$ cat config.mk
export PLATFORM = sky130hd
export DESIGN_NAME = unicode_code_point_encoder_unit
export DESIGN_NICKNAME = d
export VERILOG_FILES = /design/src/sv/ucpe_pkg.sv /design/src/sv/unicode_code_point_encoder_unit.sv
export SDC_FILE = /design/constraint.sdc
export NUM_CORES = 1
export LEC_CHECK = 0
export ABC_AREA = 1
export BUFFER_PORTS_ARGS = -buffer_cell sky130_fd_sc_hd__buf_2
export CAP_MARGIN = 20
export CELL_PAD_IN_SITES_DETAIL_PLACEMENT = 1
export CELL_PAD_IN_SITES_GLOBAL_PLACEMENT = 1
export CORE_MARGIN = 2
export CORE_UTILIZATION = 30
export DETAILED_ROUTE_END_ITERATION = 8
export HOLD_SLACK_MARGIN = 0.08
export MAX_ROUTING_LAYER = met4
export PLACE_DENSITY_LB_ADDON = 0.1
export REMOVE_ABC_BUFFERS = 1
export SYNTH_ARGS = -nofsm -noshare
export SYNTH_HDL_FRONTEND = slang
export SYNTH_SLANG_ARGS = --single-unit
$ cat constraint.sdc
create_clock -name clk -period 1.9 [get_ports clk]
set_input_delay 0.19 -clock clk [delete_from_list [all_inputs] [get_ports clk]]
set_output_delay 0.19 -clock clk [all_outputs]
set_load 0.03 [all_outputs]
$ cat src/sv/ucpe_pkg.sv
// Shared types, codes and the encode function of the code point encoder.
package ucpe_pkg;

  // Output format register codes
  typedef enum logic [2:0] {
    FMT_NONE  = 3'd0,
    FMT_UTF8  = 3'd1,
    FMT_U16LE = 3'd2,
    FMT_U16BE = 3'd3,
    FMT_U32LE = 3'd4,
    FMT_U32BE = 3'd5,
    FMT_BAD6  = 3'd6,
    FMT_BAD7  = 3'd7
  } fmt_t;

  // Result status codes
  typedef enum logic [1:0] {
    ST_OK     = 2'd0,
    ST_NOFMT  = 2'd1,
    ST_BADCP  = 2'd2,
    ST_BADFMT = 2'd3
  } status_t;

  localparam int unsigned MaxBytes = 4;
  localparam int unsigned CntW     = 3;

  typedef logic [7:0] byte_t;

  // One encoded code point: bytes in stream order, byte count, status
  typedef struct packed {
    byte_t [MaxBytes-1:0] bytes;   // bytes[0] goes out first
    logic  [CntW-1:0]     cnt;
    status_t              status;
  } enc_t;

  localparam logic [31:0] MaxScalar = 32'h0010_FFFF;
  localparam logic [31:0] SurLo     = 32'h0000_D800;
  localparam logic [31:0] SurHi     = 32'h0000_DFFF;
  localparam logic [31:0] Plane1    = 32'h0001_0000;

  // Encode one code point in the given format
  function automatic enc_t encode(input logic [31:0] cp, input fmt_t fmt);
    enc_t        e;
    logic        bad_cp;
    logic [19:0] v;
    logic [15:0] u0;
    logic [15:0] u1;
    e        = '0;
    e.status = ST_OK;
    bad_cp   = (cp > MaxScalar) || ((cp >= SurLo) && (cp <= SurHi));
    v        = cp[19:0] - Plane1[19:0];
    u0       = cp[15:0];
    u1       = 16'h0000;
    if (cp >= Plane1) begin
      u0 = {6'b110110, v[19:10]};
      u1 = {6'b110111, v[9:0]};
    end
    case (fmt)
      FMT_NONE: begin
        e.cnt    = CntW'(1);
        e.status = ST_NOFMT;
      end
      FMT_U32LE: begin
        e.bytes = {cp[31:24], cp[23:16], cp[15:8], cp[7:0]};
        e.cnt   = CntW'(4);
      end
      FMT_U32BE: begin
        e.bytes = {cp[7:0], cp[15:8], cp[23:16], cp[31:24]};
        e.cnt   = CntW'(4);
      end
      FMT_UTF8: begin
        if (bad_cp) begin
          e.cnt    = CntW'(1);
          e.status = ST_BADCP;
        end else if (cp < 32'h80) begin
          e.bytes[0] = {1'b0, cp[6:0]};
          e.cnt      = CntW'(1);
        end else if (cp < 32'h800) begin
          e.bytes[0] = {3'b110, cp[10:6]};
          e.bytes[1] = {2'b10, cp[5:0]};
          e.cnt      = CntW'(2);
        end else if (cp < Plane1) begin
          e.bytes[0] = {4'b1110, cp[15:12]};
          e.bytes[1] = {2'b10, cp[11:6]};
          e.bytes[2] = {2'b10, cp[5:0]};
          e.cnt      = CntW'(3);
        end else begin
          e.bytes[0] = {5'b11110, cp[20:18]};
          e.bytes[1] = {2'b10, cp[17:12]};
          e.bytes[2] = {2'b10, cp[11:6]};
          e.bytes[3] = {2'b10, cp[5:0]};
          e.cnt      = CntW'(4);
        end
      end
      FMT_U16LE, FMT_U16BE: begin
        if (bad_cp) begin
          e.cnt    = CntW'(1);
          e.status = ST_BADCP;
        end else begin
          if (fmt == FMT_U16LE) begin
            e.bytes = {u1[15:8], u1[7:0], u0[15:8], u0[7:0]};
          end else begin
            e.bytes = {u1[7:0], u1[15:8], u0[7:0], u0[15:8]};
          end
          e.cnt = (cp >= Plane1) ? CntW'(4) : CntW'(2);
        end
      end
      default: begin
        e.cnt    = CntW'(1);
        e.status = ST_BADFMT;
      end
    endcase
    return e;
  endfunction

endpackage

$ cat src/sv/unicode_code_point_encoder_unit.sv
// Top level of the Unicode code point encoder (UTF-8 / UTF-16 / UTF-32).
//
// Usage:
//   Input: drive in_code_point and raise start; the item is taken at a clock
//   edge where start is high and busy is low.
//   Output: each encoded byte appears for one cycle with out_valid high,
//   together with out_last_byte (final byte of the item) and out_status.
//   An error or a missing/invalid format yields one result, byte zero.
//   Config: cfg_wr_en with cfg_wr_data writes the output format register.
//   Write it only while the block is idle.
//   Path: an accepted item is loaded into the byte buffer; each byte then passes
//   the result register on its way to the output.
//   Throughput: an item has 1 to 4 bytes, and the single output byte port
//   sends one byte a cycle. The next item is taken in the cycle the last
//   byte of the current one moves out.
//   Reset (synchronous, rst_n low): byte buffer emptied, no result pending,
//   format set to UTF-8.
//   The receiver has no ready: every result must be taken as it is shown.
module unicode_code_point_encoder_unit (
  input  logic        clk,
  input  logic        rst_n,
  input  logic        start,
  output logic        busy,
  input  logic [31:0] in_code_point,
  input  logic        cfg_wr_en,
  input  logic [2:0]  cfg_wr_data,
  output logic        out_valid,
  output logic [7:0]  out_byte,
  output logic        out_last_byte,
  output logic [1:0]  out_status
);

  ucpe_pkg::fmt_t  fmt_r;
  ucpe_pkg::enc_t  enc;
  ucpe_pkg::enc_t  buf_r;
  ucpe_pkg::enc_t  buf_nxt;
  logic            load;
  logic            emit;
  logic            out_valid_r;
  logic [7:0]      out_byte_r;
  logic            out_last_r;
  logic [1:0]      out_status_r;

  // Format register
  always_ff @(posedge clk) begin
    if (!rst_n) begin
      fmt_r <= ucpe_pkg::FMT_UTF8;
    end else if (cfg_wr_en) begin
      fmt_r <= ucpe_pkg::fmt_t'(cfg_wr_data);
    end
  end

  // Encode the incoming item
  assign enc  = ucpe_pkg::encode(in_code_point, fmt_r);
  assign emit = (buf_r.cnt != '0);
  assign busy = (buf_r.cnt > ucpe_pkg::CntW'(1));
  assign load = start && !busy;

  // Byte buffer: load on accept, else shift one byte out per cycle
  always_comb begin
    buf_nxt = buf_r;
    if (load) begin
      buf_nxt = enc;
    end else if (emit) begin
      buf_nxt.bytes = {8'h00, buf_r.bytes[ucpe_pkg::MaxBytes-1:1]};
      buf_nxt.cnt   = buf_r.cnt - ucpe_pkg::CntW'(1);
    end
  end

  always_ff @(posedge clk) begin
    if (!rst_n) begin
      buf_r.cnt <= '0;
    end else begin
      buf_r.cnt <= buf_nxt.cnt;
    end
    buf_r.bytes  <= buf_nxt.bytes;
    buf_r.status <= buf_nxt.status;
  end

  // Result register
  always_ff @(posedge clk) begin
    if (!rst_n) begin
      out_valid_r <= 1'b0;
    end else begin
      out_valid_r <= emit;
    end
    out_byte_r   <= buf_r.bytes[0];
    out_last_r   <= (buf_r.cnt == ucpe_pkg::CntW'(1));
    out_status_r <= buf_r.status;
  end

  assign out_valid     = out_valid_r;
  assign out_byte      = out_byte_r;
  assign out_last_byte = out_valid_r && out_last_r;
  assign out_status    = out_status_r;

endmodule

==> flow_metrics.tcl, run 1 <==
set metrics [dict create \
    status "complete, no violations" \
    cp-startpoint "in_code_point[27]" \
    final_common_cell "nand2_1" \
    finalCritPeriodShare_pct 96.60 \
    synth_area_um2 4362 \
    path_cells "buf_2 -> nor2_2 -> nand2_2 -> nor2_8 -> buf_12 -> nand2_4 -> buf_6 -> buf_4 -> nand2_2 -> nand2_1 -> o21ai_1 -> nor2_1 -> nor2_1 -> o21ai_2 -> nand2_1 -> nand2_1" \
    grt_pass1_vias 5758 \
    avgSynthCellArea_um2 6.377 \
    cts-root-buf "clkbuf_16" \
    synthAdderAreaFrac_pct 1.434 \
    rsz0062_at_grt "true" \
    htree_levels 2 \
    synth-compound-area-share_pct 14.40 \
    hold_depth 2 \
    syn_to_final_growth_pct 46.84 \
    die-area_um2 15520 \
    r2r_slack_ps 100 \
    totalWireLength_um 21990 \
    ys_async_sr_fraction_pct 0 \
    synth-simple-area-share_pct 42.11 \
    hold_start "cfg_wr_en" \
    start_kind "input port" \
    holdWs_ps 110.3 \
    grt_antenna_before_repair 0 \
    cpMaxStageDelayCell "buf_2" \
    required_ps 1950 \
    period_minus_slack_ps 1835 \
    synth_ff_type "edfxtp_1" \
    layout_setup_ws_ps 64.65 \
    p_sw_share_pct 39.05 \
    hold_class "in2reg" \
    clkLatencyLatePin_ps 290 \
    reg2reg_to "buf_r[30]$_SDFFCE_PN0P_" \
    hpwl_um 18030 \
    seq_area_frac_synth_pct 31.67 \
    worstMarginPinSlew_ps 432.8 \
    path_clk_slew_ps 70 \
    critPathMaxFanout 8 \
    gp_congestion 0.9776 \
    cp_common_cell "nand2_1" \
    intPower_w 0.003246 \
    clock_skew_ps 4.480 \
    synth_top_family_by_area "simple AND/OR/NAND/NOR gates" \
    rr_startpoint "fmt_r[1]$_SDFFE_PN0P_" \
    drc 0 \
    synthMuxAreaShare_pct 0 \
    synth_xor_area_share_pct 0.4016 \
    hold_viol 0 \
    ant_nets 0 \
    die_w_um 124.6 \
    yosysUniqueCellTypes 39 \
    synth-seq-cells 52 \
    track_usage_pct 29.10 \
    cap_violations 0 \
    clk_path_buf_depth 2 \
    slew_viol_final 0 \
    power.leakage_nw 3.180 \
    cts_sinks 52 \
    r2r_cells 10 \
    seq_power_share_pct 38.8 \
    vdd_ir_drop_max_v 0.0008825 \
    cts_buffers 5 \
    firstDrtPassIters 5 \
    die_y_um 124.6 \
    min_to "fmt_r[0]$_SDFFE_PN1P_" \
    max_stage_delay_ps 170 \
    clockPowerShare_pct 18.3 \
    critPathCaptureType "flip-flop" \
    cts_tree "built" \
    synth_enable_flop_cells 34 \
    finalSetupViolations 0 \
    rows 44 \
    yosys_warnings 0 \
    antennaDiodeCount 0 \
    nets 927 \
    wl_per_cell_um 20.59 \
    critical_path_class "in2reg" \
    grt_max_degree 27 \
    p_comb_share_pct 42.9 \
    portBuffers 51 \
    core-area_um2 14370 \
    post-place-ws_ps -489.1 \
    overflow 0 \
    p_per_area_nw_per_um2 831.4 \
    netSwitchingPower_w 0.002079 \
    timing.fmax_mhz 544.9 \
    drive_above_1_share_pct 34.62 \
    syn_inst 684 \
    worstPathArrival_ps 1890 \
    ios 52 \
    mostFrequentLayoutCells "211 x nand2_1, 147 x buf_4, 65 x nand3_1" \
    routed_via_density 5.154 \
    vias 5504 \
    drt_iter0_markers 407 \
    grt_pass1_wl_um 33460 \
    slew_headroom_pct 70.93 \
    start_util_pct 30.36 \
]
-- final cells by class --
type / instances / area, µm²
Fill cell: 1910 / 7964
Multi-Input combinational cell: 529 / 2708
Timing Repair Buffer: 212 / 1598
Sequential cell: 52 / 1381
Inverter: 83 / 329.1
Tap cell: 184 / 230.2
Clock buffer: 7 / 153.9
Clock inverter: 1 / 5.005
-- sequential cells by signal (all words and copies together) (netlist names) --
signal	count
out_status	2
fmt_r	3
out_byte	8
buf_r	37
out_last_r	1
out_valid	1
-- power by group through the flow --
| stage | combinational [W] | sequential [W] | clock (W) |
|---|---|---|---|
| after CTS | 0.00224 | 0.00208 | 0.00100 |
| after floorplan | 0.000967 | 0.00227 | 0 |
| after global placement | 0.00217 | 0.00208 | 0 |
| after detailed placement | 0.00222 | 0.00209 | 0 |
| after global routing | 0.00250 | 0.00213 | 0.00104 |
| final | 0.00228 | 0.00207 | 0.000977 |
-- worst max-delay path by stage --
| stage | cells past startpoint | slack [ps] | endpoint |
|---|---|---|---|
| 2_1_floorplan | 10 | -740 | buf_r[3]$_SDFFE_PN0P_ |
| 3_3_place_gp | 17 | -410 | buf_r[14]$_DFFE_PP_ |
| 3_5_place_dp | 17 | -490 | buf_r[14]$_DFFE_PP_ |
| 4_1_cts | 17 | 10 | buf_r[7]$_DFFE_PP_ |
| 5_1_grt | 14 | -80 | buf_r[35]$_SDFFCE_PN0P_ |
| 6_report | 16 | 60 | buf_r[22]$_DFFE_PP_ |
-- through the flow --
step	area, µm²	utilization, %	power [W]	setup TNS (ps)	instances
final	6405	44.58	0.005325	0	1068
after global routing	6405	44.58	0.005669	-385.9	1068
after CTS	6151	42.81	0.005319	0	1059
after detailed placement	5944	41.37	0.004315	-11630	1050
after global placement	5944	41.37	0.004259	-11130	1050
after floorplan	4243	-	0.003240	-24130	663
-- synth_stat cells, types with 2 or more instances --
library cell	count	area, µm²
o221ai_1	2	17.52
o21ai_1	10	50.05
o22ai_1	30	187.7
buf_6	4	45.04
nand2_1	226	848.3
nor3_1	5	25.02
nand3_4	3	52.55
inv_1	70	262.8
nand2_2	10	62.56
edfxtp_1	34	1021
o21ai_2	3	26.28
nor2_4	6	67.56
nand3b_1	3	22.52
a21oi_1	21	105.1
xor2_1	2	17.52
nand3_1	67	335.3
nor2_2	6	37.54
inv_2	11	41.29
clkbuf_1	11	41.29
buf_2	5	25.02
nor2_1	74	277.8
dfxtp_1	18	360.4
nand4_1	9	56.30
ha_1	5	62.56
o21ai_0	31	155.2
a22oi_1	5	37.54
-- timing repair --
item / 4_1_cts / 5_1_grt
hold buffers: 0 / 0
buffers inserted: 1 / 7
pin swaps: 2 / 18
endpoints found under the hold margin: 0 / 0
cloned: 0 / 2
endpoints found under the setup margin: 19 / 35
resized for setup: 15 / 59
-- metal layers --
layer,up-vias,wire length [µm],track usage (%)
met5,-,0,-
met4,0,961,11.17
met3,54,1163,5.198
met2,162,10270,46.80
met1,2637,9592,36.50
li1,2651,-,-
-- logic make-up after synthesis --
family / count (synthesis)
simple gates: 413
compound gates: 108
buf+inv: 104
flops: 52
fa+ha+maj: 5
xor+xnor: 2
-- worst max-delay path: cells and delay by family --
family / cells / cell delay, ps
compound gates: 2 / 180
buf+inv: 4 / 610
simple gates: 10 / 890
Note: power is estimated with default switching activity, not from simulation.
==> inputs of run 2 (changes only) <==
Settings changed: CORE_MARGIN 2 to unset, RECOVER_POWER set to 100.
==> flow_metrics.tcl, run 2 (synthesized netlist as in run 1, its figures left out) <==
set metrics [dict create \
    post-place-ws_ps -571.8 \
    rr_startpoint "fmt_r[1]$_SDFFE_PN0P_" \
    clkLatencyLatePin_ps 300 \
    crit_family "simple AND/OR/NAND/NOR gates" \
    regMostFlops "buf_r" \
    finalSetupViolations 0 \
    grtUsageMet1_pct 39.64 \
    grt_antenna_before_repair 0 \
    rsz0062_at_grt "true" \
    die_y_um 122.6 \
    grtUsageMet3_pct 4.554 \
    clk_path_buf_depth 2 \
    vdd_ir_drop_max_v 0.0007598 \
    drc 0 \
    drt_iter0_markers 269 \
    cts_tree "built" \
    core-area_um2 14040 \
    slew_headroom_pct 65.71 \
    drive_above_1_share_pct 32.64 \
    max_stage_delay_ps 250 \
    track_usage_pct 30.81 \
    required_ps 2070 \
    cts-root-buf "clkbuf_16" \
    min_to "fmt_r[0]$_SDFFE_PN1P_" \
    overflow 0 \
    final_common_cell "nand2_1" \
    totalWireLength_um 21640 \
    grt_max_degree 36 \
    syn_to_final_growth_pct 45.07 \
    reg2reg_to "buf_r[30]$_SDFFCE_PN0P_" \
    critPathCaptureType "flip-flop" \
    critPathMaxFanout 5 \
    n_fill_cell 1845 \
    clock_skew_ps 7.250 \
    holdWs_ps 101.6 \
    htree_levels 2 \
    clockPowerShare_pct 21.6 \
    die_w_um 122.6 \
    hold_viol 0 \
    fin_cells 1050 \
    wl_per_cell_um 20.61 \
    hold_start "cfg_wr_en" \
    finalCritPeriodShare_pct 97.05 \
    cpMaxStageDelayCell "nand4_1" \
    start_kind "input port" \
    status "complete, no violations" \
    timing.fmax_mhz 542.3 \
    worstMarginPinSlew_ps 510.4 \
    netSwitchingPower_w 0.002064 \
    critical_path_class "in2reg" \
    mostFrequentLayoutCells "215 x nand2_1, 135 x buf_4, 66 x inv_1" \
    cap_violations 0 \
    start_util_pct 31.06 \
    routed_via_density 5.311 \
    hold_buffers 0 \
    worstPathArrival_ps 2020 \
    rows 43 \
    die-area_um2 15020 \
    p_per_area_nw_per_um2 856.7 \
    largest_reg_flops 37 \
    portBuffers 51 \
    grt_pass1_vias 5722 \
    period_minus_slack_ps 1844 \
    vias 5577 \
    gp_congestion 0.9623 \
    ant_nets 0 \
    slew_viol_final 0 \
    layout_setup_ws_ps 56.11 \
    use_met2_pct 48.24 \
    grt_pass1_wl_um 32750 \
    busiest_layer "met2" \
    ios 52 \
    dp_cells 1026 \
    nets 913 \
    power.leakage_nw 3.107 \
    intPower_w 0.003356 \
    hold_depth 2 \
    path_clk_slew_ps 70 \
    antennaDiodeCount 0 \
    r2r_slack_ps 120 \
    seq_power_share_pct 38.1 \
    path_cells "buf_2 -> inv_4 -> ha_2 -> nand2_2 -> nor2_4 -> buf_4 -> nand3_4 -> nand3_4 -> nand4_1 -> buf_4 -> o21ai_4 -> nand2_1 -> nand2_1" \
    final_util_pct 45.06 \
    firstDrtPassIters 5 \
    cts_sinks 52 \
    p_comb_share_pct 40.2 \
    hpwl_um 17400 \
    r2r_cells 10 \
    p_sw_share_pct 38.08 \
    hold_class "in2reg" \
    path_buf_inv 4 \
    cts_buffers 5 \
]
run 2: changes by cell type in the layout (fill, tap and decap cells not counted), moves of 5 or more:
cell,previous run,this run
buf_2,50,37
buf_4,147,135
clkbuf_1,1,13
nand2_2,22,14
nand3_1,65,60
run 2: worst max-delay path by stage:
stage                                      from                      end  slack [ps]  cells after the start
final                         in_code_point[16]      buf_r[22]$_DFFE_PP_          60                     13
after CTS                     in_code_point[30]  buf_r[36]$_SDFFCE_PN0P_          10                     11
after detailed placement      in_code_point[30]      buf_r[22]$_DFFE_PP_        -570                     11
after global routing          in_code_point[16]       buf_r[9]$_DFFE_PP_         -40                     15
after global placement        in_code_point[30]      buf_r[22]$_DFFE_PP_        -550                     11
after floorplan           buf_r[3]$_SDFFE_PN0P_    buf_r[3]$_SDFFE_PN0P_        -740                     10
run 2: worst register-to-register path, stage by stage, from the launching register on:
cell and delay, ps:
dfxtp_2 360, inv_1 90, nor2_4 130, inv_1 100
nor2_4 150, buf_8 190, nand2_1 80, o21ai_0 70
o22ai_1 120, o21ai_0 180, inv_1 60
run 2: final cells by class:
type | instances | area [µm²] | share of cell area (%)
Timing Repair Buffer | 198 | 1414 | 22.35
Sequential cell | 52 | 1384 | 21.87
Tap cell | 180 | 225.2 | 3.559
Inverter | 83 | 329.1 | 5.201
Clock inverter | 2 | 60.06 | 0.9492
Multi-Input combinational cell | 529 | 2786 | 44.04
Clock buffer | 6 | 128.9 | 2.037
run 2: power by group through the flow:
stage          logic, W  clock network [W]  registers (W)
2_1_floorplan  0.000967                  0        0.00227
3_3_place_gp    0.00206                  0        0.00207
3_5_place_dp    0.00213                  0        0.00210
4_1_cts         0.00215            0.00120        0.00207
5_1_grt         0.00240            0.00123        0.00213
6_report        0.00218            0.00117        0.00207
run 2: timing repair:
action                                 in CTS  in global routing
pin swaps                                   6                 17
gates cloned                                1                  1
gates resized for setup                    12                 71
endpoints found under the hold margin       0                  0
buffers inserted                            4                 10
setup endpoints to repair                  19                 35
run 2: layer usage:
layer	up-vias	wire length, µm
li1	2631	-
met1	2737	9800
met2	157	9984
met3	52	1020
met4	0	833
met5	-	0
run 2: stage by stage:
step           total power, W  TNS [ps]  instance area [µm²]
4_1_cts              0.005417         0                 6030
6_report             0.005420         0                 6327
3_3_place_gp         0.004131    -10300                 5764
5_1_grt              0.005758    -175.9                 6327
3_5_place_dp         0.004223    -11670                 5764
2_1_floorplan        0.003240    -24130                 4243
